### src/rtl/core/c2v3_pkg.sv
// Shared constants and types for the 3x3 valid-region convolution stream block.
// No dependencies; every other file imports this package.
`default_nettype none

package c2v3_pkg;

    localparam int KSIZE      = 3;
    localparam int TAPS       = KSIZE * KSIZE;
    localparam int MAX_WIDTH  = 2048;
    localparam int MAX_HEIGHT = 4096;
    localparam int COL_W      = $clog2(MAX_WIDTH);
    localparam int ROW_W      = $clog2(MAX_HEIGHT);

    localparam int PIX_W      = 8;
    localparam int COEF_W     = 16;
    localparam int PROD_W     = PIX_W + 1 + COEF_W;     // unsigned pixel times signed coef
    localparam int ROWSUM_W   = PROD_W + 2;             // three products
    localparam int SUM_W      = 28;                     // nine products, exact

    localparam int IMG_W_W    = 12;
    localparam int IMG_H_W    = 13;
    localparam int CFG_DATA_W = KSIZE * COEF_W;
    localparam int CFG_IDX_W  = 3;

    localparam int FIFO_DEPTH = 8;
    localparam int FIFO_PTR_W = $clog2(FIFO_DEPTH);
    localparam int FIFO_CNT_W = FIFO_PTR_W + 1;

    typedef enum logic [CFG_IDX_W-1:0] {
        REG_IMAGE_WIDTH = 3'd0,
        REG_IMAGE_HEIGHT = 3'd1,
        REG_COEF_TOP = 3'd2,
        REG_COEF_MID = 3'd3,
        REG_COEF_BOTTOM = 3'd4
    } c2v3_reg_idx_t;

    typedef logic [TAPS-1:0][COEF_W-1:0] c2v3_coefs_t;

    // Window handed from the line buffer to the multiply-accumulate stages.
    typedef struct packed {
        logic                       valid;
        logic                       emit;
        logic                       last;
        logic [TAPS-1:0][PIX_W-1:0] win;
    } c2v3_win_t;

    // Finished result beat.
    typedef struct packed {
        logic signed [SUM_W-1:0] filtered;
        logic                    frame_end;
    } c2v3_res_t;

endpackage

`default_nettype wire

### src/rtl/core/c2v3_mac.sv
// Nine pixel-times-coefficient products, three row sums and the final sum.
// Depends on c2v3_pkg.
`default_nettype none

module c2v3_mac
    import c2v3_pkg::*;
(
    input  wire logic        clk,
    input  wire logic        rst_n,
    input  wire c2v3_win_t   win_in,
    input  wire c2v3_coefs_t coefs,
    output logic             done,
    output logic             push,
    output c2v3_res_t        res
);

    logic                           p_valid_reg;
    logic                           p_emit_reg;
    logic                           p_last_reg;
    logic signed [PROD_W-1:0]       prod_reg [TAPS];

    logic                           q_valid_reg;
    logic                           q_emit_reg;
    logic                           q_last_reg;
    logic signed [ROWSUM_W-1:0]     rsum_reg [KSIZE];
    logic signed [ROWSUM_W-1:0]     rsum_next [KSIZE];

    logic                           r_valid_reg;
    logic                           r_emit_reg;
    logic                           r_last_reg;
    logic signed [SUM_W-1:0]        sum_reg;
    logic signed [SUM_W:0]          sum_next;

    always_comb
    begin
        for (int r = 0; r < KSIZE; r++)
        begin
            rsum_next[r] = ROWSUM_W'(prod_reg[r*KSIZE])
                         + ROWSUM_W'(prod_reg[r*KSIZE+1])
                         + ROWSUM_W'(prod_reg[r*KSIZE+2]);
        end
        sum_next = (SUM_W+1)'(rsum_reg[0]) + (SUM_W+1)'(rsum_reg[1])
                 + (SUM_W+1)'(rsum_reg[2]);
    end

    always_ff @(posedge clk or negedge rst_n)
    begin
        if (!rst_n)
        begin
            p_valid_reg <= 1'b0;
            q_valid_reg <= 1'b0;
            r_valid_reg <= 1'b0;
        end
        else
        begin
            p_valid_reg <= win_in.valid;
            q_valid_reg <= p_valid_reg;
            r_valid_reg <= q_valid_reg;
        end
    end

    always_ff @(posedge clk)
    begin
        if (win_in.valid)
        begin
            p_emit_reg <= win_in.emit;
            p_last_reg <= win_in.last;
            for (int i = 0; i < TAPS; i++)
            begin
                prod_reg[i] <= $signed({1'b0, win_in.win[i]}) * $signed(coefs[i]);
            end
        end
        if (p_valid_reg)
        begin
            q_emit_reg <= p_emit_reg;
            q_last_reg <= p_last_reg;
            for (int r = 0; r < KSIZE; r++)
            begin
                rsum_reg[r] <= rsum_next[r];
            end
        end
        if (q_valid_reg)
        begin
            r_emit_reg <= q_emit_reg;
            r_last_reg <= q_last_reg;
            sum_reg    <= sum_next[SUM_W-1:0];
        end
    end

    assign done          = r_valid_reg;
    assign push          = r_valid_reg && r_emit_reg;
    assign res.filtered  = sum_reg;
    assign res.frame_end = r_last_reg;

endmodule

`default_nettype wire

### config.mk
export PLATFORM = sky130hd
export DESIGN_NAME = c2v3_mac
export DESIGN_NICKNAME = d
export VERILOG_FILES = /design/src/rtl/core/c2v3_pkg.sv /design/src/rtl/core/c2v3_mac.sv
export SDC_FILE = /design/constraint.sdc
export NUM_CORES = 2
export LEC_CHECK = 0
export BUFFER_PORTS_ARGS = -buffer_cell sky130_fd_sc_hd__buf_2
export CAP_MARGIN = 20
export CORE_MARGIN = 1
export CORE_UTILIZATION = 37
export CTS_CLUSTER_SIZE = 16
export DETAILED_ROUTE_END_ITERATION = 6
export PLACE_DENSITY = 0.61
export REMOVE_ABC_BUFFERS = 1
export SLEW_MARGIN = 5
export SYNTH_ARGS = -nofsm -noshare
export SYNTH_HDL_FRONTEND = slang
export SYNTH_SLANG_ARGS = --single-unit
export TNS_END_PERCENT = 100
### constraint.sdc
create_clock -name clk -period 3.07 [get_ports clk]
set_input_delay 0.307 -clock clk [delete_from_list [all_inputs] [get_ports clk]]
set_output_delay 0.307 -clock clk [all_outputs]
set_load 0.03 [all_outputs]
==> flow_summary_export.csv <==
group,metric,value,unit
run_status,status,"finished with violations",
run_status,violations,"negative setup slack",
yosys,ys_async_sr_fraction,0.00875,
yosys,synth_adder_area_share,0.470,
global_routing,grt_start_max_net_pins,70,
sta,fin_crit,4.22,ns
worst_setup_path,cp.required,3.39,ns
cts,cts_root_buf,"clkbuf_16",
cts,cts_tree,"done",
routing,wl_per_cell,15.8,µm
global_routing,grt_pass1_wl,243000,µm
global_routing,grt_pass1_vias,48154,
sta,drv_slew,0,
sta,timing.hold.ws,0.0583,ns
global_routing,grt-ovfl-total,0,
yosys,yosysSeqAreaShare,0.176,
yosys,yosysMostFrequentCell,"inv_1",
sta,maxClockFrequency,237,MHz
floorplanning,die_h,399,µm
placed_design,io_buffers,251,
layout,num-nets-final,9030,
layout,final_area,77600,µm²
yosys,synth_cell_types,84,
global_routing,antenna_found_initial,12,
routing,wl,147000,µm
yosys,synthTopCellsByArea,"fa_1, edfxtp_1, ha_1",
sta,setup_viol,189,
placed_design,post-dp-hpwl,122000,µm
layout,largest_reg_flops,225,
yosys,netlist.area_leader.share,0.351,
floorplanning,rows,145,
placed_design,finalWeightedCongestion,0.862,
floorplanning,die-area,159000,µm²
worst_setup_path,crit_arrival,4.54,ns
sta,hold_violations,0,
routing,drt_pass1_iterations,5,
cts,cts_buffers,43,
yosys,ys_warn_count,0,
sta,worstMarginPinSlew,0.569,ns
sta,fin_skew,0.0217,ns
global_routing,track_usage,0.188,
floorplanning,initial_core_util,0.373,
worst_setup_path,path_class,"primary input to flip-flop",
yosys,synth_edf_count,340,
worst_setup_path,crit_path_start,"coefs[17]",
floorplanning,die_x,399,µm
sta,slew_headroom,0.621,
yosys,synth_compound_area_frac,0.0796,
routing,viasPerCell,4.75,
worst_hold_path,min_path_type,"primary input to asynchronous set/reset pin",
routing,drtIter0Drc,1956,
yosys,syn_inst,5933,
yosys,synth_commonest_cells,"inv_1, fa_1, and2_1",
routing,drc,0,
worst_setup_path,crit_fanout,8,
worst_setup_path,end_kind,"flip-flop",
worst_setup_path,rr_startpoint,"rsum_reg[0][55]",
routing,ant_nets,0,
yosys,synth-xor-area-share,0.0431,
worst_setup_path,critPathLaunchType,"primary input",
layout,area_growth,33.0,%
yosys,synthFlopType,"edfxtp_1",
placed_design,place_area,69200,µm²
yosys,yosysTopAreaCell,"fa_1",
yosys,avgSynthCellArea,9.83,µm²
sta,setup_slack,-1.15,ns
yosys,ys_seq_elements,343,
layout,n_fill_cell,14113,
sta,rsz0062_at_grt,"true",
yosys,synth_top_family_by_area,"adder cells",
cts,htree_num_levels,2,
cts,path_clk_slew,0.06,ns
floorplanning,io-pin-count,252,
sta,fin_crit_sh,1.37,
cts,cts_buffer_depth,3,
yosys,synthMuxAreaShare,0.000515,
yosys,synthSimpleGateAreaFrac,0.135,
layout,drive_above_1_share,0.301,
cts,worstSkewPairLatency,0.59,ns
floorplanning,coreArea,156000,µm²
flow_run,maxCapViolCount,0,
cts,cts.sinks,343,
routing,routed-via-count,44294,
yosys,synth_area,58300,µm²
[per-stage QoR]
step / util / TNS [ns] / setup slack, ns / std cells
after floorplan: - / -149.51 / -1.67 / 5850
after global placement: 0.442 / -243.49 / -1.97 / 9115
after detailed placement: 0.442 / -250.94 / -1.97 / 9115
after CTS: 0.486 / -95.64 / -1.12 / 9279
after global routing: 0.496 / -129.97 / -1.34 / 9327
final: 0.496 / -103.42 / -1.15 / 9328
[layer usage]
metal  vias up  wire [µm]  global-route usage
met4        10       2430              0.0308
met5         -         67                   0
met3       166       5220              0.0200
met1     22404      65200               0.249
li1      21032          -                   -
met2       682      74200               0.335
[worst max-delay path: stages]
cell and delay, ns:
buf_4 0.15, and2_1 0.18, ha_4 0.27, inv_2 0.03
fa_1 0.53, inv_1 0.06, fa_1 0.53, inv_1 0.05
fa_1 0.47, inv_1 0.06, ha_4 0.22, a2111oi_4 0.37
o21a_1 0.22, o31ai_2 0.10, a21o_1 0.17, a21o_1 0.22
a221oi_4 0.29, mux2i_1 0.22, nand4_1 0.09
[worst paths after layout]
check / end / slack, ns / cells after the start
worst max-delay path: prod_reg[0][49] / -1.15 / 19
worst min-delay path: p_valid_reg / 0.06 / 2
worst max register to register: sum_reg[27] / -0.28 / 13
worst min register to register: q_emit_reg / 0.42 / 0
max in group asynchronous: p_valid_reg / 2.89 / 2
min in group clk: prod_reg[0][183] / 0.21 / 1
[cell families after synthesis]
kind of cell / count (synthesis)
adder cells (fa/ha/maj): 1575
AND/OR/NAND/NOR: 1541
buffers and inverters: 1488
AO/OA/AOI/OAI: 696
flip-flops: 343
XOR/XNOR: 287
multiplexers: 3
[final cells by class]
class / instances / area (µm²) / area share
inverter: 1405 / 5270 / 0.0680
sequential: 343 / 10300 / 0.133
antenna: 2 / 5.00 / 0.0000645
timing repair buffer: 1339 / 11500 / 0.148
multi-input combinational: 4102 / 46600 / 0.600
tap: 2058 / 2570 / 0.0332
clock inverter: 25 / 263 / 0.00339
clock buffer: 54 / 1130 / 0.0145
[cell usage in the layout (no fill, tap or decap), types with 67 or more instances in the layout]
master / instances
nand2_2: 77
and2_1: 586
buf_4: 934
fa_2: 67
nand2_1: 474
ha_1: 449
a21oi_1: 116
buf_6: 196
buf_2: 107
nor2_1: 82
ha_4: 86
fa_1: 957
xnor2_1: 164
inv_1: 1302
edfxtp_1: 340
a21o_1: 135
inv_2: 103
and2_4: 71
a21oi_2: 89
xor2_1: 75
[repair_timing]
action	in CTS	in global routing
cloned	1	0
endpoints found under the setup margin	199	220
hold endpoints to repair	5	0
resized for setup	1162	308
setup buffers	108	59
pin swaps	601	353
hold buffers	3	0
Power is not shown: default switching activity piles up to over one toggle a cycle in this logic, so the estimate is an artifact.
