[src/rtl/core/c2v3_pkg.sv]
// Shared constants and types for the 3x3 valid-region convolution stream block.
// No dependencies; every other file imports this package.
`default_nettype none

package c2v3_pkg;

    localparam int KSIZE      = 3;
    localparam int TAPS       = KSIZE * KSIZE;
    localparam int MAX_WIDTH  = 2048;
    localparam int MAX_HEIGHT = 4096;
    localparam int COL_W      = $clog2(MAX_WIDTH);
    localparam int ROW_W      = $clog2(MAX_HEIGHT);

    localparam int PIX_W      = 8;
    localparam int COEF_W     = 16;
    localparam int PROD_W     = PIX_W + 1 + COEF_W;     // unsigned pixel times signed coef
    localparam int ROWSUM_W   = PROD_W + 2;             // three products
    localparam int SUM_W      = 28;                     // nine products, exact

    localparam int IMG_W_W    = 12;
    localparam int IMG_H_W    = 13;
    localparam int CFG_DATA_W = KSIZE * COEF_W;
    localparam int CFG_IDX_W  = 3;

    localparam int FIFO_DEPTH = 8;
    localparam int FIFO_PTR_W = $clog2(FIFO_DEPTH);
    localparam int FIFO_CNT_W = FIFO_PTR_W + 1;

    typedef enum logic [CFG_IDX_W-1:0] {
        REG_IMAGE_WIDTH = 3'd0,
        REG_IMAGE_HEIGHT = 3'd1,
        REG_COEF_TOP = 3'd2,
        REG_COEF_MID = 3'd3,
        REG_COEF_BOTTOM = 3'd4
    } c2v3_reg_idx_t;

    typedef logic [TAPS-1:0][COEF_W-1:0] c2v3_coefs_t;

    // Window handed from the line buffer to the multiply-accumulate stages.
    typedef struct packed {
        logic                       valid;
        logic                       emit;
        logic                       last;
        logic [TAPS-1:0][PIX_W-1:0] win;
    } c2v3_win_t;

    // Finished result beat.
    typedef struct packed {
        logic signed [SUM_W-1:0] filtered;
        logic                    frame_end;
    } c2v3_res_t;

endpackage

`default_nettype wire

[src/rtl/core/c2v3_res_fifo.sv]
// Small result queue between the arithmetic pipeline and the output channel.
// Depends on c2v3_pkg.
`default_nettype none

module c2v3_res_fifo
    import c2v3_pkg::*;
(
    input  wire logic                  clk,
    input  wire logic                  rst_n,
    input  wire logic                  push,
    input  wire c2v3_res_t             push_data,
    input  wire logic                  pop,
    output c2v3_res_t                  head,
    output logic [FIFO_CNT_W-1:0]      count
);

    c2v3_res_t               entry_reg [FIFO_DEPTH];
    logic [FIFO_PTR_W-1:0]   wr_ptr_reg;
    logic [FIFO_PTR_W-1:0]   rd_ptr_reg;
    logic [FIFO_CNT_W-1:0]   count_reg;
    logic                    do_pop;

    assign do_pop = pop && (count_reg != '0);

    always_ff @(posedge clk or negedge rst_n)
    begin
        if (!rst_n)
        begin
            wr_ptr_reg <= '0;
            rd_ptr_reg <= '0;
            count_reg  <= '0;
        end
        else
        begin
            if (push)
            begin
                wr_ptr_reg <= wr_ptr_reg + FIFO_PTR_W'(1);
            end
            if (do_pop)
            begin
                rd_ptr_reg <= rd_ptr_reg + FIFO_PTR_W'(1);
            end
            if (push && !do_pop)
            begin
                count_reg <= count_reg + FIFO_CNT_W'(1);
            end
            else if (!push && do_pop)
            begin
                count_reg <= count_reg - FIFO_CNT_W'(1);
            end
        end
    end

    always_ff @(posedge clk)
    begin
        if (push)
        begin
            entry_reg[wr_ptr_reg] <= push_data;
        end
    end

    assign head  = entry_reg[rd_ptr_reg];
    assign count = count_reg;

endmodule

`default_nettype wire

[config.mk]
export PLATFORM = sky130hd
export DESIGN_NAME = c2v3_res_fifo
export DESIGN_NICKNAME = d
export VERILOG_FILES = /design/src/rtl/core/c2v3_pkg.sv /design/src/rtl/core/c2v3_res_fifo.sv
export SDC_FILE = /design/constraint.sdc
export NUM_CORES = 1
export LEC_CHECK = 0
export BUFFER_PORTS_ARGS = -buffer_cell sky130_fd_sc_hd__buf_2
export CAP_MARGIN = 30
export CORE_AREA = 10 10 129 190
export CTS_CLUSTER_DIAMETER = 30
export CTS_CLUSTER_SIZE = 20
export DETAILED_ROUTE_END_ITERATION = 10
export DIE_AREA = 0 0 139 200
export HOLD_SLACK_MARGIN = 0.05
export PLACE_DENSITY = 0.62
export SLEW_MARGIN = 20
export SYNTH_ARGS = -nofsm -noshare
export SYNTH_HDL_FRONTEND = slang
export SYNTH_SLANG_ARGS = --single-unit
[constraint.sdc]
create_clock -name clk -period 5 [get_ports clk]
set_clock_uncertainty 0.1 [all_clocks]
set_input_delay 0.75 -clock clk [delete_from_list [all_inputs] [get_ports clk]]
set_output_delay 0.75 -clock clk [all_outputs]
set_load 0.005 [all_outputs]
==> results of run 1 <==
==> synthesized netlist by cell type <==
| cell type | n | area share |
|---|---|---|
| sky130_fd_sc_hd__o41ai_2 | 1 | 0.0017 |
| sky130_fd_sc_hd__nand2b_1 | 3 | 0.0020 |
| sky130_fd_sc_hd__mux2_4 | 10 | 0.016 |
| sky130_fd_sc_hd__nand3b_1 | 1 | 0.00080 |
| sky130_fd_sc_hd__edfxtp_1 | 232 | 0.74 |
| sky130_fd_sc_hd__or3_1 | 1 | 0.00067 |
| sky130_fd_sc_hd__buf_12 | 2 | 0.0043 |
| sky130_fd_sc_hd__a21oi_1 | 2 | 0.0011 |
| sky130_fd_sc_hd__or4_1 | 1 | 0.00080 |
| sky130_fd_sc_hd__xnor2_1 | 4 | 0.0037 |
| sky130_fd_sc_hd__clkbuf_1 | 9 | 0.0036 |
| sky130_fd_sc_hd__nor2_1 | 7 | 0.0028 |
| sky130_fd_sc_hd__mux2_2 | 22 | 0.026 |
| sky130_fd_sc_hd__nand3_1 | 2 | 0.0011 |
| sky130_fd_sc_hd__nand2_1 | 5 | 0.0020 |
| sky130_fd_sc_hd__buf_2 | 6 | 0.0032 |
| sky130_fd_sc_hd__xor2_1 | 2 | 0.0019 |
| sky130_fd_sc_hd__buf_6 | 1 | 0.0012 |
| sky130_fd_sc_hd__o211ai_1 | 2 | 0.0016 |
| sky130_fd_sc_hd__o21ai_0 | 1 | 0.00053 |
| sky130_fd_sc_hd__nor3_1 | 3 | 0.0016 |
| sky130_fd_sc_hd__ha_1 | 5 | 0.0067 |
| sky130_fd_sc_hd__fa_1 | 1 | 0.0021 |
| sky130_fd_sc_hd__inv_1 | 2 | 0.00080 |
| sky130_fd_sc_hd__a2111o_1 | 1 | 0.0012 |
| sky130_fd_sc_hd__mux2i_1 | 1 | 0.0011 |
| sky130_fd_sc_hd__dfrtp_1 | 10 | 0.027 |
| sky130_fd_sc_hd__mux4_2 | 58 | 0.14 |
==> area by class of cell <==
cell class              count  area share
well taps                 268      0.0301
clock buffers              31      0.0659
clock inverters            21      0.0244
flip-flops and latches    242       0.649
multi-input cells         133       0.186
repair buffers             80      0.0432
inverters                   2    0.000675
==> critical path: cells and delay by family (launching register included) <==
kind     cells  cell delay, ns
mux          2            0.82
flops        1            0.95
buf+inv      2            0.51
==> how the worst max path moves through the flow <==
stage / end / from / cells past startpoint / slack [ns]
detailed placement: head[1] / rd_ptr_reg[0] / 4 / 1.78
floorplan: entry_reg[0][0] / push / 2 / 1.60
finish: head[28] / rd_ptr_reg[0] / 4 / 1.31
CTS: head[28] / rd_ptr_reg[0] / 4 / 1.21
global placement: head[1] / rd_ptr_reg[0] / 4 / 1.78
global route: head[28] / rd_ptr_reg[0] / 4 / 1.09
==> where the power goes <==
| group | internal (mW) | switching (mW) | leakage [nW] | total (mW) |
|---|---|---|---|---|
| logic | 0.992 | 0.754 | 1.01 | 1.75 |
| registers | 2.56 | 0.285 | 2.22 | 2.84 |
| clock network | 1.30 | 0.819 | 0.492 | 2.12 |
==> layer usage <==
metal	up-vias	track usage	share of wire
met2	85	0.226	0.54
met1	2275	0.152	0.40
met5	-	0	0.00080
met3	24	0.0253	0.043
met4	4	0.0345	0.014
li1	1862	-	-
==> cells by family after synthesis <==
family          Yosys count  share of synthesized area
flops                   242                      0.771
mux                      91                      0.183
simple gates             23                     0.0118
buf+inv                  20                     0.0131
compound gates            7                    0.00615
xor+xnor                  6                    0.00562
fa+ha+maj                 6                    0.00883
==> timing repair <==
action | 4_1_cts | 5_1_grt
hold buffers | 1 | 0
endpoints found under the hold margin | 10 | 0
setup endpoints to repair | 0 | 0
==> through the flow <==
step	std cells	setup slack, ns	power, mW	utilization
CTS	777	1.21	6.83	0.530
detailed placement	724	1.78	4.69	0.482
finish	777	1.31	6.71	0.530
global route	777	1.09	7.05	0.530
floorplan	395	1.60	4.03	-
global placement	722	1.78	4.61	0.479
==> impl_metrics.py, run 1 <==
metrics = {
    "sta": {
        "final.hold.worst_slack_ns": 0.399,
        "final-max-slew-violation-count": 0,
        "timing.final.crit_period_ns": 3.69,
        "hold_violations": 0,
        "tns_ns": 0,
        "maxSlewHeadroom": 0.437,
        "timing.final.setup_violations": 0,
        "tightest_slew_ns": 0.845,
        "grt_setup_unrepaired": "false",
        "achievable-frequency_ghz": 0.271,
        "fin_crit_sh": 0.738,
    },
    "die": {
        "placeable_core_area_um2": 21000,
        "row_count": 65,
        "ios": 66,
        "horiz_die_dim_um": 139,
        "floorplan.initialDensity": 0.446,
        "die_h_um": 200,
        "die_area_um2": 27800,
    },
    "global_route": {
        "grt_max_degree": 43,
        "grt_overflow_total": 0,
        "overall_track_demand_over_capacity_in_global_routing": 0.126,
        "grt_pass1_wl_um": 27600,
        "antenna_found_initial": 2,
        "number_of_global_route_vias_before_repair": 4722,
    },
    "detailed_routing": {
        "detailedRoute.firstPassIterationCount": 6,
        "detail_route.wl_per_cell_um": 22.6,
        "postRouteWirelength_um": 17600,
        "drtAntennaViolNets": 0,
        "drc": 0,
        "detail_route.iter0.violations": 284,
        "routed_via_density": 5.47,
        "total_vias_in_the_final_route": 4250,
    },
    "clock_network": {
        "number_of_buffers_added_by_the_clock_tree_synthesis_step": 28,
        "clock_path_buffers": 3,
        "clock-sinks": 242,
        "ctsHtreeMaxLevel": 1,
        "cts_post_setup_buffers_inserted": 0,
        "cts-root-buf": "sky130_fd_sc_hd__clkbuf_16",
        "post_cts_resized": 0,
        "tritoncts": "done",
        "clk_transition_reported_paths_ns": 0.06,
        "clk_latency_ns": 0.51,
    },
    "worst_setup_path": {
        "critical_path_class": "reg -> out",
        "cp_max_fo": 42,
        "r2r_cells": 7,
        "worst-endpoint-arrival_ns": 2.84,
        "worstSetupStartpointType": "flop",
        "startpoint_of_the_most_critical_register_to_register_path": "count[0]",
        "worst_ep_required_time_ns": 4.15,
        "critical_path.cell_chain": "buf_4 -> mux4_2 -> mux2_2 -> buf_2",
        "slowest_delay_ns": 0.95,
        "crit-reg2reg-capture": "count[3]",
        "cp_slowest_cell": "sky130_fd_sc_hd__dfrtp_4",
        "critPathCaptureType": "primary output",
        "worst_setup_slack_for_register_to_register_paths_ns": 2.16,
    },
    "synth": {
        "synth.avg_cell_area_um2": 23.7,
        "synth_sequential_area_ratio": 0.771,
        "synth-seq-cells": 242,
        "syn_warnings": 0,
        "yosys.cell_types.count": 28,
        "synth_fp_nets": 434,
        "syn-cell-area_um2": 9360,
        "synth_cells": 395,
    },
    "finish": {
        "layout.cells.most_common": "sky130_fd_sc_hd__edfxtp_1",
        "n_fill_cell": 1644,
        "finish.instance_area_um2": 11100,
        "areaGrowthSynthToFinish_pct": 18.9,
        "post_route_cells_drive_above_1_share": 0.454,
        "multiInputGateArea_um2": 2070,
        "final_cell_mix": "sky130_fd_sc_hd__edfxtp_1 (232), sky130_fd_sc_hd__buf_2 (65), sky130_fd_sc_hd__mux4_2 (58), sky130_fd_sc_hd__clkbuf_16 (29), sky130_fd_sc_hd__mux2_2 (22)",
        "final_net_count": 526,
        "largest_register_ffs": 232,
        "num_antenna_cells": 0,
        "register_area_um2": 7220,
    },
    "hold_path": {
        "timing.hold.worst_path_depth": 1,
        "capture_endpoint_of_the_worst_hold_path": "entry_reg[1][2]",
        "min_from": "push_data[2]",
        "hp-class": "in -> reg",
    },
    "place": {
        "io_buffers": 65,
        "place.gp.congestion": 0.723,
        "hpwl_um": 10800,
        "placed_area_um2": 10100,
    },
    "pwr": {
        "cellLeakagePower_nw": 3.73,
        "power.ir.vdd_worst_v": 0.000339,
        "power_per_cell_area_nw_per_um2": 603,
    },
    "run_status": {
        "run_status": "completed",
    },
    "job": {
        "timing.max_cap.violations": 0,
    },
}
Power figures use the tool's default switching activity.
==> run 2, diff against run 1 <==
Settings changed: PLACE_DENSITY 0.62 to 0.64.
Clock period 5 ns to 3 ns, I/O delays scaled along.
==> run 2 against run 1 <==
Effect of this change: sequential share of layout area fell by 1.6 points; critical endpoint is now head[20]; critical path type unchanged; sequential power increased by 62%; count of clock-buffer cells in the layout stayed put; total power up 76%; routed wire length rose by 3.9%; hold slack worse by 0.31 ns; final cell count up 1.3%; register-to-register slack worse by 1.8 ns.
==> impl_metrics.py, run 2 (same netlist as run 1, synthesis figures left out) <==
metrics = {
    "detailed_routing": {
        "met2WireLength_um": 9820,
        "dr.max_layer_used": "met5",
        "routed_via_density": 5.44,
        "drtAntennaViolNets": 0,
        "route.layer.met1.wl_um": 7270,
        "detailroute.wirelength.met3_um": 933,
        "total_vias_in_the_final_route": 4281,
        "drc": 0,
        "detail_route.wl_per_cell_um": 23.2,
        "detailedRoute.firstPassIterationCount": 4,
        "postRouteWirelength_um": 18300,
        "detail_route.iter0.violations": 237,
    },
    "die": {
        "die_area_um2": 27800,
        "row_count": 65,
        "placeable_core_area_um2": 21000,
        "die_h_um": 200,
        "floorplan.initialDensity": 0.446,
        "horiz_die_dim_um": 139,
        "ios": 66,
    },
    "finish": {
        "final_cell_mix": "sky130_fd_sc_hd__edfxtp_1 (232), sky130_fd_sc_hd__buf_2 (65), sky130_fd_sc_hd__mux4_2 (58), sky130_fd_sc_hd__clkbuf_16 (31), sky130_fd_sc_hd__mux2_2 (22)",
        "finish.instance_area_um2": 11400,
        "largest_register_ffs": 232,
        "layout.cells.most_common": "sky130_fd_sc_hd__edfxtp_1",
        "num_antenna_cells": 0,
        "finish.utilization": 0.543,
        "post_route_cells_drive_above_1_share": 0.464,
        "final_net_count": 534,
        "areaGrowthSynthToFinish_pct": 21.9,
    },
    "sta": {
        "hold_violations": 0,
        "tightest_slew_ns": 0.580,
        "tns_ns": 0,
        "timing.final.setup_violations": 0,
        "final-max-slew-violation-count": 0,
        "grt_setup_unrepaired": "false",
        "postLayoutSetupSlackWorst_ns": 0.128,
        "maxSlewHeadroom": 0.613,
        "achievable-frequency_ghz": 0.348,
        "timing.final.crit_period_ns": 2.87,
        "fin_crit_sh": 0.957,
    },
    "worst_setup_path": {
        "cp_slowest_cell": "sky130_fd_sc_hd__dfrtp_2",
        "worst-endpoint-arrival_ns": 2.32,
        "critical_path_class": "reg -> out",
        "cp-startpoint": "rd_ptr_reg[1]",
        "critical_path.cell_chain": "buf_12 -> mux4_2 -> mux2_2 -> buf_2",
        "cp_max_fo": 28,
        "critPathCaptureType": "primary output",
        "startpoint_of_the_most_critical_register_to_register_path": "count[0]",
        "worstSetupStartpointType": "flop",
        "worst_ep_required_time_ns": 2.45,
        "slowest_delay_ns": 0.72,
    },
    "place": {
        "placement.setup.worst_slack_ns": 0.396,
        "placed_area_um2": 10200,
        "hpwl_um": 10800,
        "io_buffers": 65,
        "place.gp.congestion": 0.736,
    },
    "pwr": {
        "power.ir.vdd_worst_v": 0.000639,
        "power_per_cell_area_nw_per_um2": 1040,
        "cellLeakagePower_nw": 3.83,
    },
    "global_route": {
        "antenna_found_initial": 1,
        "number_of_global_route_vias_before_repair": 4880,
        "grt_max_degree": 29,
        "overall_track_demand_over_capacity_in_global_routing": 0.132,
        "grt_overflow_total": 0,
        "grt_pass1_wl_um": 28700,
    },
    "clock_network": {
        "post_cts_resized": 0,
        "ctsHtreeMaxLevel": 1,
        "tritoncts": "done",
        "clk_transition_reported_paths_ns": 0.06,
        "clk_latency_ns": 0.53,
        "cts-root-buf": "sky130_fd_sc_hd__clkbuf_16",
        "clock-sinks": 242,
        "clock_path_buffers": 3,
        "number_of_buffers_added_by_the_clock_tree_synthesis_step": 31,
    },
    "job": {
        "timing.max_cap.violations": 0,
    },
    "hold_path": {
        "min_from": "push_data[3]",
        "hp-class": "in -> reg",
    },
    "run_status": {
        "run_status": "completed",
    },
}
-- run 2: critical path, delay by kind of cell (launching register included) --
family,cells,cell delay (ns)
buffers and inverters,2,0.42
flip-flops,1,0.72
multiplexers,2,0.62
-- run 2: final timing paths --
| path | end | slack [ns] | cells after the start |
|---|---|---|---|
| max | head[20] | 0.13 | 4 |
| min | entry_reg[4][3] | 0.09 | 1 |
| max reg2reg | count[3] | 0.39 | 7 |
| min reg2reg | wr_ptr_reg[1] | 0.48 | 1 |
| max in group asynchronous | rd_ptr_reg[0] | 2.36 | 2 |
| min in group asynchronous | rd_ptr_reg[2] | 0.22 | 2 |
-- run 2: cell type report --
type	count	area (um2)
tap	268	335
clock inverter	26	360
inverter	2	7.51
multi-input combinational	133	2080
clock buffer	31	776
timing repair buffer	85	616
fill	1631	9580
sequential	242	7220
-- run 2: repair_timing --
item | in CTS | in global routing
hold buffers | 1 | 0
setup endpoints to repair | 0 | 15
setup buffers | 0 | 1
endpoints found under the hold margin | 10 | 0
-- run 2: through the flow --
step	power [mW]	hold slack (ns)	std cells
global route	12.4	0.0813	787
detailed placement	8.01	0.232	728
global placement	7.93	0.223	728
CTS	12.0	0.0692	786
finish	11.8	0.0875	787
floorplan	6.72	0.0544	395
-- run 2: routing by layer --
layer | global-route usage | vias to the layer above
li1 | - | 1872
met5 | 0 | -
met3 | 0.0251 | 25
met4 | 0.0364 | 2
met2 | 0.236 | 107
met1 | 0.160 | 2275
-- run 2: report_power, final --
part           leakage (nW)  internal [mW]  switching [mW]
sequential             2.22           4.27           0.331
clock                 0.541           2.53            1.44
combinational          1.07           1.79            1.47
total                  3.83           8.58            3.24
